[src/cvts_pkg.sv]
// ----------------------------------------------------------------------------
// cvts_pkg
// shared widths, codes, states and the partial statistics record that
// travels along the cell chain
// ----------------------------------------------------------------------------
`timescale 1ns / 1ps

package cvts_pkg;

    localparam int CELL_W = 13;   // cell voltage in millivolts
    localparam int TEMP_W = 12;   // temperature in tenths of a degree
    localparam int SLOT_W = 4;    // slot index of one request
    localparam int CNT_W  = 5;    // count of cells, up to sixteen
    localparam int SUM_W  = 17;   // sum of up to sixteen cell voltages
    localparam int REG_W  = 2;    // configuration register index
    localparam int CFG_W  = 13;   // configuration write data
    localparam int ACT_W  = 4;    // active cell count field
    localparam int SEL_W  = 2;    // sensor select field

    // request types
    localparam logic REQ_CELL = 1'b0;
    localparam logic REQ_TEMP = 1'b1;

    // configuration register indexes
    localparam logic [REG_W-1:0] REG_THRESHOLD = 2'd0;
    localparam logic [REG_W-1:0] REG_ACTIVE    = 2'd1;
    localparam logic [REG_W-1:0] REG_SENSOR    = 2'd2;

    // sensor select codes, the unused code behaves as both
    localparam logic [SEL_W-1:0] SEL_BOTH = 2'd0;
    localparam logic [SEL_W-1:0] SEL_S0   = 2'd1;
    localparam logic [SEL_W-1:0] SEL_S1   = 2'd2;

    typedef enum logic [1:0] {
        ST_IDLE,
        ST_SWEEP,
        ST_DIV,
        ST_LOAD
    } t_state;

    // partial statistics handed from one cell to the next
    typedef struct packed {
        logic              valid;
        logic [CNT_W-1:0]  cnt;
        logic [CELL_W-1:0] lo;
        logic [CELL_W-1:0] hi;
        logic [SUM_W-1:0]  sum;
    } t_acc;

endpackage

[src/cell_voltage_temp_statistics.sv]
// ----------------------------------------------------------------------------
// cell_voltage_temp_statistics
// cell voltage and temperature statistics for one battery module
// ----------------------------------------------------------------------------
// Each input beat writes one cell voltage or one temperature and yields one
// output beat with the cell minimum, maximum and truncated mean (over cells
// below the active count whose voltage is strictly above the ignore
// threshold, all zero when none qualifies) and the low, high and average
// temperature per the sensor select. The partial statistics walk the row of
// cells one cell per cycle, then the mean comes from a divider that produces
// one quotient bit per cycle over 17 bits. One item is in work at a time; the
// output register holds a finished beat while the next input beat is taken.
// Configuration writes are always ready and are meant for idle time only.
// ----------------------------------------------------------------------------
`timescale 1ns / 1ps

module cell_voltage_temp_statistics #(
    parameter int MAX_CELLS = 12
) (
    input  logic                              i_clk,
    input  logic                              i_rst_n,
    // input channel
    input  logic                              i_valid,
    output logic                              o_stall,
    input  logic                              i_req_type,
    input  logic [cvts_pkg::SLOT_W-1:0]       i_slot_index,
    input  logic [cvts_pkg::CELL_W-1:0]       i_cell_mv,
    input  logic signed [cvts_pkg::TEMP_W-1:0] i_temp_deci_c,
    // output channel
    output logic                              o_valid,
    input  logic                              i_stall,
    output logic [cvts_pkg::CELL_W-1:0]       o_low_cell_mv,
    output logic [cvts_pkg::CELL_W-1:0]       o_high_cell_mv,
    output logic [cvts_pkg::CELL_W-1:0]       o_avg_cell_mv,
    output logic signed [cvts_pkg::TEMP_W-1:0] o_low_temp,
    output logic signed [cvts_pkg::TEMP_W-1:0] o_high_temp,
    output logic signed [cvts_pkg::TEMP_W-1:0] o_avg_temp,
    // configuration write channel
    input  logic                              i_cfg_valid,
    output logic                              o_cfg_ready,
    input  logic [cvts_pkg::REG_W-1:0]        i_cfg_index,
    input  logic [cvts_pkg::CFG_W-1:0]        i_cfg_data
);
    import cvts_pkg::*;

    // state
    t_state r_state;
    t_state n_state;

    // configuration
    logic [CELL_W-1:0] r_threshold;
    logic [CNT_W-1:0]  r_active;
    logic [SEL_W-1:0]  r_sel;
    logic [CNT_W-1:0]  w_act_req;

    // temperature store
    logic signed [TEMP_W-1:0] r_temp0;
    logic signed [TEMP_W-1:0] r_temp1;

    // sweep and divide
    logic              w_accept;
    logic              r_go;
    t_acc              w_seed;
    t_acc              w_chain [MAX_CELLS];
    t_acc              w_last;
    logic              w_sweep_done;
    logic [CELL_W-1:0] r_lo;
    logic [CELL_W-1:0] r_hi;
    logic              r_none;
    logic [CELL_W-1:0] r_avg;
    logic              w_div_done;
    logic [SUM_W-1:0]  w_quot;
    logic              w_load;

    // output register
    logic                     r_out_valid;
    logic [CELL_W-1:0]        r_low_cell;
    logic [CELL_W-1:0]        r_high_cell;
    logic [CELL_W-1:0]        r_avg_cell;
    logic signed [TEMP_W-1:0] r_low_temp;
    logic signed [TEMP_W-1:0] r_high_temp;
    logic signed [TEMP_W-1:0] r_avg_temp;

    // temperature results
    logic signed [TEMP_W-1:0] w_tlo;
    logic signed [TEMP_W-1:0] w_thi;
    logic signed [TEMP_W-1:0] w_tavg;
    logic signed [TEMP_W:0]   w_tsum;

    assign o_stall  = (r_state != ST_IDLE);
    assign w_accept = i_valid && !o_stall;

    // ------------------------------------------------------------------
    // configuration registers, always ready
    // ------------------------------------------------------------------
    assign o_cfg_ready = 1'b1;
    assign w_act_req   = {1'b0, i_cfg_data[ACT_W-1:0]};

    always_ff @(posedge i_clk) begin
        if (!i_rst_n) begin
            r_threshold <= '0;
            r_active    <= CNT_W'(MAX_CELLS);
            r_sel       <= SEL_BOTH;
        end else if (i_cfg_valid && o_cfg_ready) begin
            unique case (i_cfg_index)
                REG_THRESHOLD: r_threshold <= i_cfg_data[CELL_W-1:0];
                REG_ACTIVE: begin
                    // zero or more cells than built falls back to all cells
                    if (w_act_req == '0 || w_act_req > CNT_W'(MAX_CELLS)) begin
                        r_active <= CNT_W'(MAX_CELLS);
                    end else begin
                        r_active <= w_act_req;
                    end
                end
                REG_SENSOR: r_sel <= i_cfg_data[SEL_W-1:0];
                default: ;  // unknown register, no effect
            endcase
        end
    end

    // ------------------------------------------------------------------
    // temperature store, out-of-range sensor numbers are dropped
    // ------------------------------------------------------------------
    always_ff @(posedge i_clk) begin
        if (!i_rst_n) begin
            r_temp0 <= '0;
            r_temp1 <= '0;
        end else if (w_accept && i_req_type == REQ_TEMP) begin
            if (i_slot_index == SLOT_W'(0)) begin
                r_temp0 <= i_temp_deci_c;
            end else if (i_slot_index == SLOT_W'(1)) begin
                r_temp1 <= i_temp_deci_c;
            end
        end
    end

    // ------------------------------------------------------------------
    // cell chain: a token enters cell 0 the cycle after the write and
    // picks up one cell per cycle; writes beyond the row match no cell
    // ------------------------------------------------------------------
    always_ff @(posedge i_clk) begin
        if (!i_rst_n) begin
            r_go <= 1'b0;
        end else begin
            r_go <= w_accept;
        end
    end

    always_comb begin
        w_seed       = '0;
        w_seed.valid = r_go;
    end

    for (genvar g = 0; g < MAX_CELLS; g++) begin : g_cell
        t_acc w_in;
        if (g == 0) begin : g_head
            assign w_in = w_seed;
        end else begin : g_link
            assign w_in = w_chain[g-1];
        end
        cvts_cell #(
            .CELL_IDX (g)
        ) u_cell (
            .i_clk       (i_clk),
            .i_rst_n     (i_rst_n),
            .i_wr_en     (w_accept && i_req_type == REQ_CELL),
            .i_slot      (i_slot_index),
            .i_mv        (i_cell_mv),
            .i_threshold (r_threshold),
            .i_active    (r_active),
            .i_acc       (w_in),
            .o_acc       (w_chain[g])
        );
    end

    assign w_last       = w_chain[MAX_CELLS-1];
    assign w_sweep_done = (r_state == ST_SWEEP) && w_last.valid;

    // min and max start at zero, so an empty sweep already reads zero
    always_ff @(posedge i_clk) begin
        if (w_sweep_done) begin
            r_lo   <= w_last.lo;
            r_hi   <= w_last.hi;
            r_none <= (w_last.cnt == '0);
        end
        if (w_div_done) begin
            r_avg <= r_none ? '0 : w_quot[CELL_W-1:0];
        end
    end

    cvts_div u_div (
        .i_clk      (i_clk),
        .i_rst_n    (i_rst_n),
        .i_start    (w_sweep_done),
        .i_dividend (w_last.sum),
        .i_divisor  (w_last.cnt),
        .o_done     (w_div_done),
        .o_quot     (w_quot)
    );

    // ------------------------------------------------------------------
    // temperature statistics, read from the store at load time
    // ------------------------------------------------------------------
    assign w_tsum = {r_temp0[TEMP_W-1], r_temp0} + {r_temp1[TEMP_W-1], r_temp1};

    always_comb begin
        unique case (r_sel)
            SEL_S0: begin
                w_tlo  = r_temp0;
                w_thi  = r_temp0;
                w_tavg = r_temp0;
            end
            SEL_S1: begin
                w_tlo  = r_temp1;
                w_thi  = r_temp1;
                w_tavg = r_temp1;
            end
            default: begin
                // both sensors, also the unused code
                w_tlo  = (r_temp0 < r_temp1) ? r_temp0 : r_temp1;
                w_thi  = (r_temp0 > r_temp1) ? r_temp0 : r_temp1;
                w_tavg = w_tsum[TEMP_W:1];  // arithmetic halving floors
            end
        endcase
    end

    // ------------------------------------------------------------------
    // sequencer
    // ------------------------------------------------------------------
    always_ff @(posedge i_clk) begin
        if (!i_rst_n) begin
            r_state <= ST_IDLE;
        end else begin
            r_state <= n_state;
        end
    end

    always_comb begin
        n_state = r_state;
        w_load  = 1'b0;
        unique case (r_state)
            ST_IDLE: begin
                if (w_accept) begin
                    n_state = ST_SWEEP;
                end
            end
            ST_SWEEP: begin
                if (w_last.valid) begin
                    n_state = ST_DIV;
                end
            end
            ST_DIV: begin
                if (w_div_done) begin
                    n_state = ST_LOAD;
                end
            end
            ST_LOAD: begin
                // wait for room in the output register
                if (!r_out_valid || !i_stall) begin
                    w_load  = 1'b1;
                    n_state = ST_IDLE;
                end
            end
            default: n_state = ST_IDLE;
        endcase
    end

    // ------------------------------------------------------------------
    // output register
    // ------------------------------------------------------------------
    always_ff @(posedge i_clk) begin
        if (!i_rst_n) begin
            r_out_valid <= 1'b0;
        end else if (w_load) begin
            r_out_valid <= 1'b1;
        end else if (!i_stall) begin
            r_out_valid <= 1'b0;
        end
    end

    always_ff @(posedge i_clk) begin
        if (w_load) begin
            r_low_cell  <= r_lo;
            r_high_cell <= r_hi;
            r_avg_cell  <= r_avg;
            r_low_temp  <= w_tlo;
            r_high_temp <= w_thi;
            r_avg_temp  <= w_tavg;
        end
    end

    assign o_valid        = r_out_valid;
    assign o_low_cell_mv  = r_low_cell;
    assign o_high_cell_mv = r_high_cell;
    assign o_avg_cell_mv  = r_avg_cell;
    assign o_low_temp     = r_low_temp;
    assign o_high_temp    = r_high_temp;
    assign o_avg_temp     = r_avg_temp;

    // ------------------------------------------------------------------
    // assertions
    // ------------------------------------------------------------------
    a_accept_starts_sweep: assert property (@(posedge i_clk) disable iff (!i_rst_n)
        w_accept |=> (r_state == ST_SWEEP && r_go))
        else $error("accepted beat did not start a sweep");

    a_div_done_in_div: assert property (@(posedge i_clk) disable iff (!i_rst_n)
        w_div_done |-> (r_state == ST_DIV))
        else $error("divider finished outside the divide phase");

    a_cell_order: assert property (@(posedge i_clk) disable iff (!i_rst_n)
        o_valid |-> (o_low_cell_mv <= o_avg_cell_mv && o_avg_cell_mv <= o_high_cell_mv))
        else $error("cell average outside min and max");

    a_temp_order: assert property (@(posedge i_clk) disable iff (!i_rst_n)
        o_valid |-> (o_low_temp <= o_avg_temp && o_avg_temp <= o_high_temp))
        else $error("temperature average outside low and high");

    a_load_frees_input: assert property (@(posedge i_clk) disable iff (!i_rst_n)
        w_load |=> (o_valid && !o_stall))
        else $error("loaded beat not shown or input not reopened");

endmodule

[src/cvts_cell.sv]
// ----------------------------------------------------------------------------
// cvts_cell
// one cell of the chain: holds one cell voltage and folds it into the
// partial statistics passing by
// ----------------------------------------------------------------------------
`timescale 1ns / 1ps

module cvts_cell #(
    parameter int CELL_IDX = 0
) (
    input  logic                       i_clk,
    input  logic                       i_rst_n,
    input  logic                       i_wr_en,
    input  logic [cvts_pkg::SLOT_W-1:0] i_slot,
    input  logic [cvts_pkg::CELL_W-1:0] i_mv,
    input  logic [cvts_pkg::CELL_W-1:0] i_threshold,
    input  logic [cvts_pkg::CNT_W-1:0]  i_active,
    input  cvts_pkg::t_acc             i_acc,
    output cvts_pkg::t_acc             o_acc
);
    import cvts_pkg::*;

    logic [CELL_W-1:0] r_mv;
    t_acc              r_acc;
    t_acc              n_acc;
    logic              w_qual;

    always_ff @(posedge i_clk) begin
        if (!i_rst_n) begin
            r_mv <= '0;
        end else if (i_wr_en && i_slot == SLOT_W'(CELL_IDX)) begin
            r_mv <= i_mv;
        end
    end

    assign w_qual = (CNT_W'(CELL_IDX) < i_active) && (r_mv > i_threshold);

    always_comb begin
        n_acc = i_acc;
        if (w_qual) begin
            n_acc.cnt = i_acc.cnt + CNT_W'(1);
            n_acc.sum = i_acc.sum + SUM_W'(r_mv);
            if (i_acc.cnt == '0 || r_mv < i_acc.lo) begin
                n_acc.lo = r_mv;
            end
            if (i_acc.cnt == '0 || r_mv > i_acc.hi) begin
                n_acc.hi = r_mv;
            end
        end
    end

    always_ff @(posedge i_clk) begin
        if (!i_rst_n) begin
            r_acc.valid <= 1'b0;
        end else begin
            r_acc.valid <= i_acc.valid;
        end
        r_acc.cnt <= n_acc.cnt;
        r_acc.lo  <= n_acc.lo;
        r_acc.hi  <= n_acc.hi;
        r_acc.sum <= n_acc.sum;
    end

    assign o_acc = r_acc;

endmodule

[src/cvts_div.sv]
// ----------------------------------------------------------------------------
// cvts_div
// restoring divider, one quotient bit per cycle, for sum over count
// ----------------------------------------------------------------------------
`timescale 1ns / 1ps

module cvts_div (
    input  logic                       i_clk,
    input  logic                       i_rst_n,
    input  logic                       i_start,
    input  logic [cvts_pkg::SUM_W-1:0] i_dividend,
    input  logic [cvts_pkg::CNT_W-1:0] i_divisor,
    output logic                       o_done,
    output logic [cvts_pkg::SUM_W-1:0] o_quot
);
    import cvts_pkg::*;

    localparam int STEP_W = $clog2(SUM_W);

    logic              r_busy;
    logic              r_done;
    logic [STEP_W-1:0] r_step;
    logic [SUM_W-1:0]  r_dvd;     // dividend shifts out, quotient shifts in
    logic [CNT_W-1:0]  r_rem;
    logic [CNT_W-1:0]  r_dvs;
    logic [CNT_W:0]    w_trial;
    logic              w_qbit;
    logic [CNT_W-1:0]  w_rem_next;

    assign w_trial    = {r_rem, r_dvd[SUM_W-1]};
    assign w_qbit     = w_trial >= {1'b0, r_dvs};
    // remainder stays below the divisor, so it fits CNT_W bits
    assign w_rem_next = w_qbit ? CNT_W'(w_trial - {1'b0, r_dvs}) : CNT_W'(w_trial);

    always_ff @(posedge i_clk) begin
        if (!i_rst_n) begin
            r_busy <= 1'b0;
            r_done <= 1'b0;
        end else begin
            r_done <= 1'b0;
            if (i_start) begin
                r_busy <= 1'b1;
                r_dvd  <= i_dividend;
                r_dvs  <= i_divisor;
                r_rem  <= '0;
                r_step <= '0;
            end else if (r_busy) begin
                r_rem  <= w_rem_next;
                r_dvd  <= {r_dvd[SUM_W-2:0], w_qbit};
                r_step <= r_step + STEP_W'(1);
                if (r_step == STEP_W'(SUM_W - 1)) begin
                    r_busy <= 1'b0;
                    r_done <= 1'b1;
                end
            end
        end
    end

    assign o_done = r_done;
    assign o_quot = r_dvd;

endmodule
[config.mk]
export PLATFORM = sky130hd
export DESIGN_NAME = cell_voltage_temp_statistics
export DESIGN_NICKNAME = d
export VERILOG_FILES = /design/src/cvts_pkg.sv /design/src/cell_voltage_temp_statistics.sv /design/src/cvts_cell.sv /design/src/cvts_div.sv
export SDC_FILE = /design/constraint.sdc
export NUM_CORES = 2
export LEC_CHECK = 0
export BUFFER_PORTS_ARGS = -buffer_cell sky130_fd_sc_hd__buf_2
export CORE_MARGIN = 4
export CORE_UTILIZATION = 35
export DETAILED_ROUTE_END_ITERATION = 6
export SYNTH_ARGS = -nofsm -noshare
export SYNTH_HDL_FRONTEND = slang
export SYNTH_SLANG_ARGS = --single-unit
[constraint.sdc]
create_clock -name i_clk -period 17.05 [get_ports i_clk]
set_input_delay 2.5575 -clock i_clk [delete_from_list [all_inputs] [get_ports i_clk]]
set_output_delay 2.5575 -clock i_clk [all_outputs]
set_load 0.01 [all_outputs]
==> summary.txt <==
status: complete, no violations
gr usage total: 0.189
P per Cell Area: 104 nW/um^2
Static Leak: 23.1 nW
number of gates resized after CTS: 0
Hold Buf Count CTS: 0
Final Setup Violations: 0
Remaining DRCs: 0
GR peak layer: met2
post-synthesis xor/xnor area fraction: 0.0337
Synth area leader: dfxtp_1
P&R area growth vs syn: 12.3%
Post-Route Setup TNS: 0 ps
vias in the first global route: 34500
reg2reg start: r_threshold[11]$_SDFFE_PN0P_
WL per Instance: 20.4 um
Nets: 5603
CTS tree: done
Final GP Congestion: 0.899
Max Cap Viol: 0
clock network latency to the later pin of the worst-skew pair: 710 ps
1st-pass router iterations: 5
Synth Register Bits: 894
first-pass GRT wire length: 208000 um
CP required: 17640 ps
layout cells sized above 1: 0.139
RSZ-0062 raised after global routing: no
clock sinks: 894
sequential-to-total area share from yosys stat: 0.405
met2 Use GR: 0.309
Num CTS Buffers: 90
routed vias: 35400
Unique masters post-synth: 92
met1 Use GR: 0.249
non-filler cells in the finished layout: 6787
worst hold margin: 396 ps
f_max: 0.237 GHz
Synth top area share: 0.312
Hold Crit Class: flip-flop to flip-flop
Mapped Nets: 5484
synth top area cells: dfxtp_1 31%, ha_1 16%, edfxtp_1 9.2%, mux2_2 7.4%, nand2_1 3.6%
Critical Path End Type: flip-flop
Synth Area in Adders: 0.168
Slew Viols, Final: 0
Slew headroom: 0.149
asr flop ratio synth: 0
I/O Buffers: 126
largest family of logic cells by synthesized area: adder cells
Final Hold Viols: 0
Worst EP arrival: 4810 ps
Simple-Gate Fraction of Synth Area: 0.115
1st-iter DRT viols: 2607
count of mapped cells out of synthesis: 4801
synthesized area: 47900 sq um
worst slew pin tran: 1280 ps
total congestion overflow: 0
Post-Route WL: 138000 um
ANT nets after route: 0
minimum clock period: 4220 ps
Post-Place Cells: 6609
syn avg cell area: 9.97 sq um
Hold Startpoint: g_cell[11].u_cell.o_acc[19]$_DFF_P_
Post-CTS Repair Setup Buffers: 0
Max VDD drop: 72.9 uV
largest net degree at the start of global routing: 95
critical path fanouts, max: 29
Die Footprint: 143000 sq um
clk root buf: clkbuf_16
I/O Pins: 128
met3 Resource Use GR: 0.0369
compound-gate portion of the synthesized area: 0.129
number of synthesis warnings: 0
mux share of post-synthesis cell area: 0.107
Die W: 378 um
number of synthesized flops with an enable pin: 147
# rows: 135
clk_skew: 43.2 ps
core area: 136000 sq um
Post-DP HPWL: 103000 um
vias per cell: 5.22
number of antenna violations at the first check in global routing: 16
CTS HTree Levels: 3
height of the die: 378 um
Starting Density: 0.353
CP startpoint kind: flip-flop
Setup crit start: r_threshold[11]$_SDFFE_PN0P_
Most used DFF post-synth: dfxtp_1
CTS clk-pin slew, worst paths: 70 ps
critical path class: flip-flop to flip-flop
part of the cycle the worst path needs: 0.248
clk buf depth: 3
[layout make-up]
cell class,count,area [sq um]
diodes,8,20.0
clock buffers,115,2470
clock inverters,55,785
fillers,13200,81900
inverters,377,1420
multi-input cells,3392,26500
flip-flops and latches,894,19400
well taps,1781,2230
repair buffers,165,926
[worst max-delay path: stages, from the launching register on]
cell and delay (ps):
dfxtp_1 310, inv_1 600, ha_1 320, nand4_1 110
nor3_1 400, o221ai_1 260, a221oi_4 270, buf_4 360
inv_1 190, a211oi_2 840, mux2_2 430
[cell usage in the layout (no fill, tap or decap), types with 64 or more instances in the layout]
| cell type | synthesis | layout |
|---|---|---|
| nor2_1 | 188 | 187 |
| a21o_1 | 66 | 66 |
| clkbuf_16 | 0 | 90 |
| edfxtp_1 | 147 | 147 |
| inv_1 | 375 | 375 |
| mux2_2 | 316 | 316 |
| dfxtp_1 | 747 | 747 |
| xnor2_1 | 127 | 127 |
| nand2_1 | 457 | 457 |
| o21ai_0 | 207 | 207 |
| nand4_1 | 64 | 64 |
| ha_1 | 620 | 620 |
| nand3_1 | 79 | 79 |
| a21oi_1 | 306 | 306 |
| nor2b_1 | 147 | 147 |
| mux2i_1 | 121 | 121 |
| buf_2 | 31 | 125 |
[through the flow]
step | util | area, sq um | total power [mW] | setup slack [ps]
6_report | 0.396 | 53700 | 5.60 | 12830
3_5_place_dp | 0.372 | 50500 | 3.48 | 12580
3_3_place_gp | 0.372 | 50500 | 3.47 | 12570
5_1_grt | 0.396 | 53700 | 5.85 | 12550
4_1_cts | 0.396 | 53700 | 5.64 | 12790
2_1_floorplan | - | 47900 | 3.18 | 8410
[final timing paths]
kind                                         endpoint  slack (ps)  cells after the start
setup reg to reg  g_cell[11].u_cell.o_acc[24]$_DFF_P_       12830                     10
setup / recovery  g_cell[11].u_cell.o_acc[24]$_DFF_P_       12830                     10
hold reg to reg                     r_hi[2]$_DFFE_PP_         400                      0
hold / removal                      r_hi[2]$_DFFE_PP_         400                      0
[cell usage after synthesis, types with 22 or more instances]
master and instances:
buf_2 31, inv_1 375, nand2_1 457, o211ai_1 37
nand4_1 64, ha_1 620, and3_1 29, o21a_1 23
nor2b_1 147, nand2b_1 26, a21o_1 66, o21ai_0 207
nor2_1 188, a21oi_1 306, mux2i_1 121, nor3_1 57
edfxtp_1 147, a22o_1 24, and2_1 33, a211oi_1 55
xor2_1 57, dfxtp_1 747, a21boi_0 51, nand3_1 79
mux2_2 316, xnor2_1 127, clkbuf_1 82, a221oi_1 22
[routing by layer]
metal,part of all wire,vias up
li1,-,17300
met1,0.46,16900
met4,0.038,8
met5,0.00029,-
met3,0.059,297
met2,0.45,921
[state kept, by name, summed over array words and instances, names as in the netlist, 4 cells and up]
| signal | cells |
|---|---|
| g_cell.u_cell.o_acc | 542 |
| g_cell.u_cell.r_mv | 156 |
| u_div.o_quot | 17 |
| o_avg_cell_mv | 13 |
| o_high_cell_mv | 13 |
| o_low_cell_mv | 13 |
| r_avg | 13 |
| r_hi | 13 |
| r_lo | 13 |
| r_threshold | 13 |
| o_avg_temp | 12 |
| o_high_temp | 12 |
| o_low_temp | 12 |
| r_temp0 | 12 |
| r_temp1 | 12 |
| u_div.r_dvs | 5 |
| u_div.r_rem | 5 |
| u_div.r_step | 5 |
| r_active | 4 |
[power by group]
group          switching [mW]  total (mW)  internal [mW]  leakage [nW]
registers               0.146        2.45           2.31          7.45
clock network           0.907        2.15           1.24          1.57
logic                   0.576       0.994          0.418          14.1
[kinds of logic (layout without fill, tap and decap cells)]
kind of cell             count (synthesis)  after routing
AND/OR/NAND/NOR                       1148           1148
AO/OA/AOI/OAI                          963            963
flip-flops                             894            894
adder cells (fa/ha/maj)                633            633
buffers and inverters                  515            712
multiplexers                           463            463
XOR/XNOR                               184            184
other                                    1              9
(Power assumes the default switching activity.)
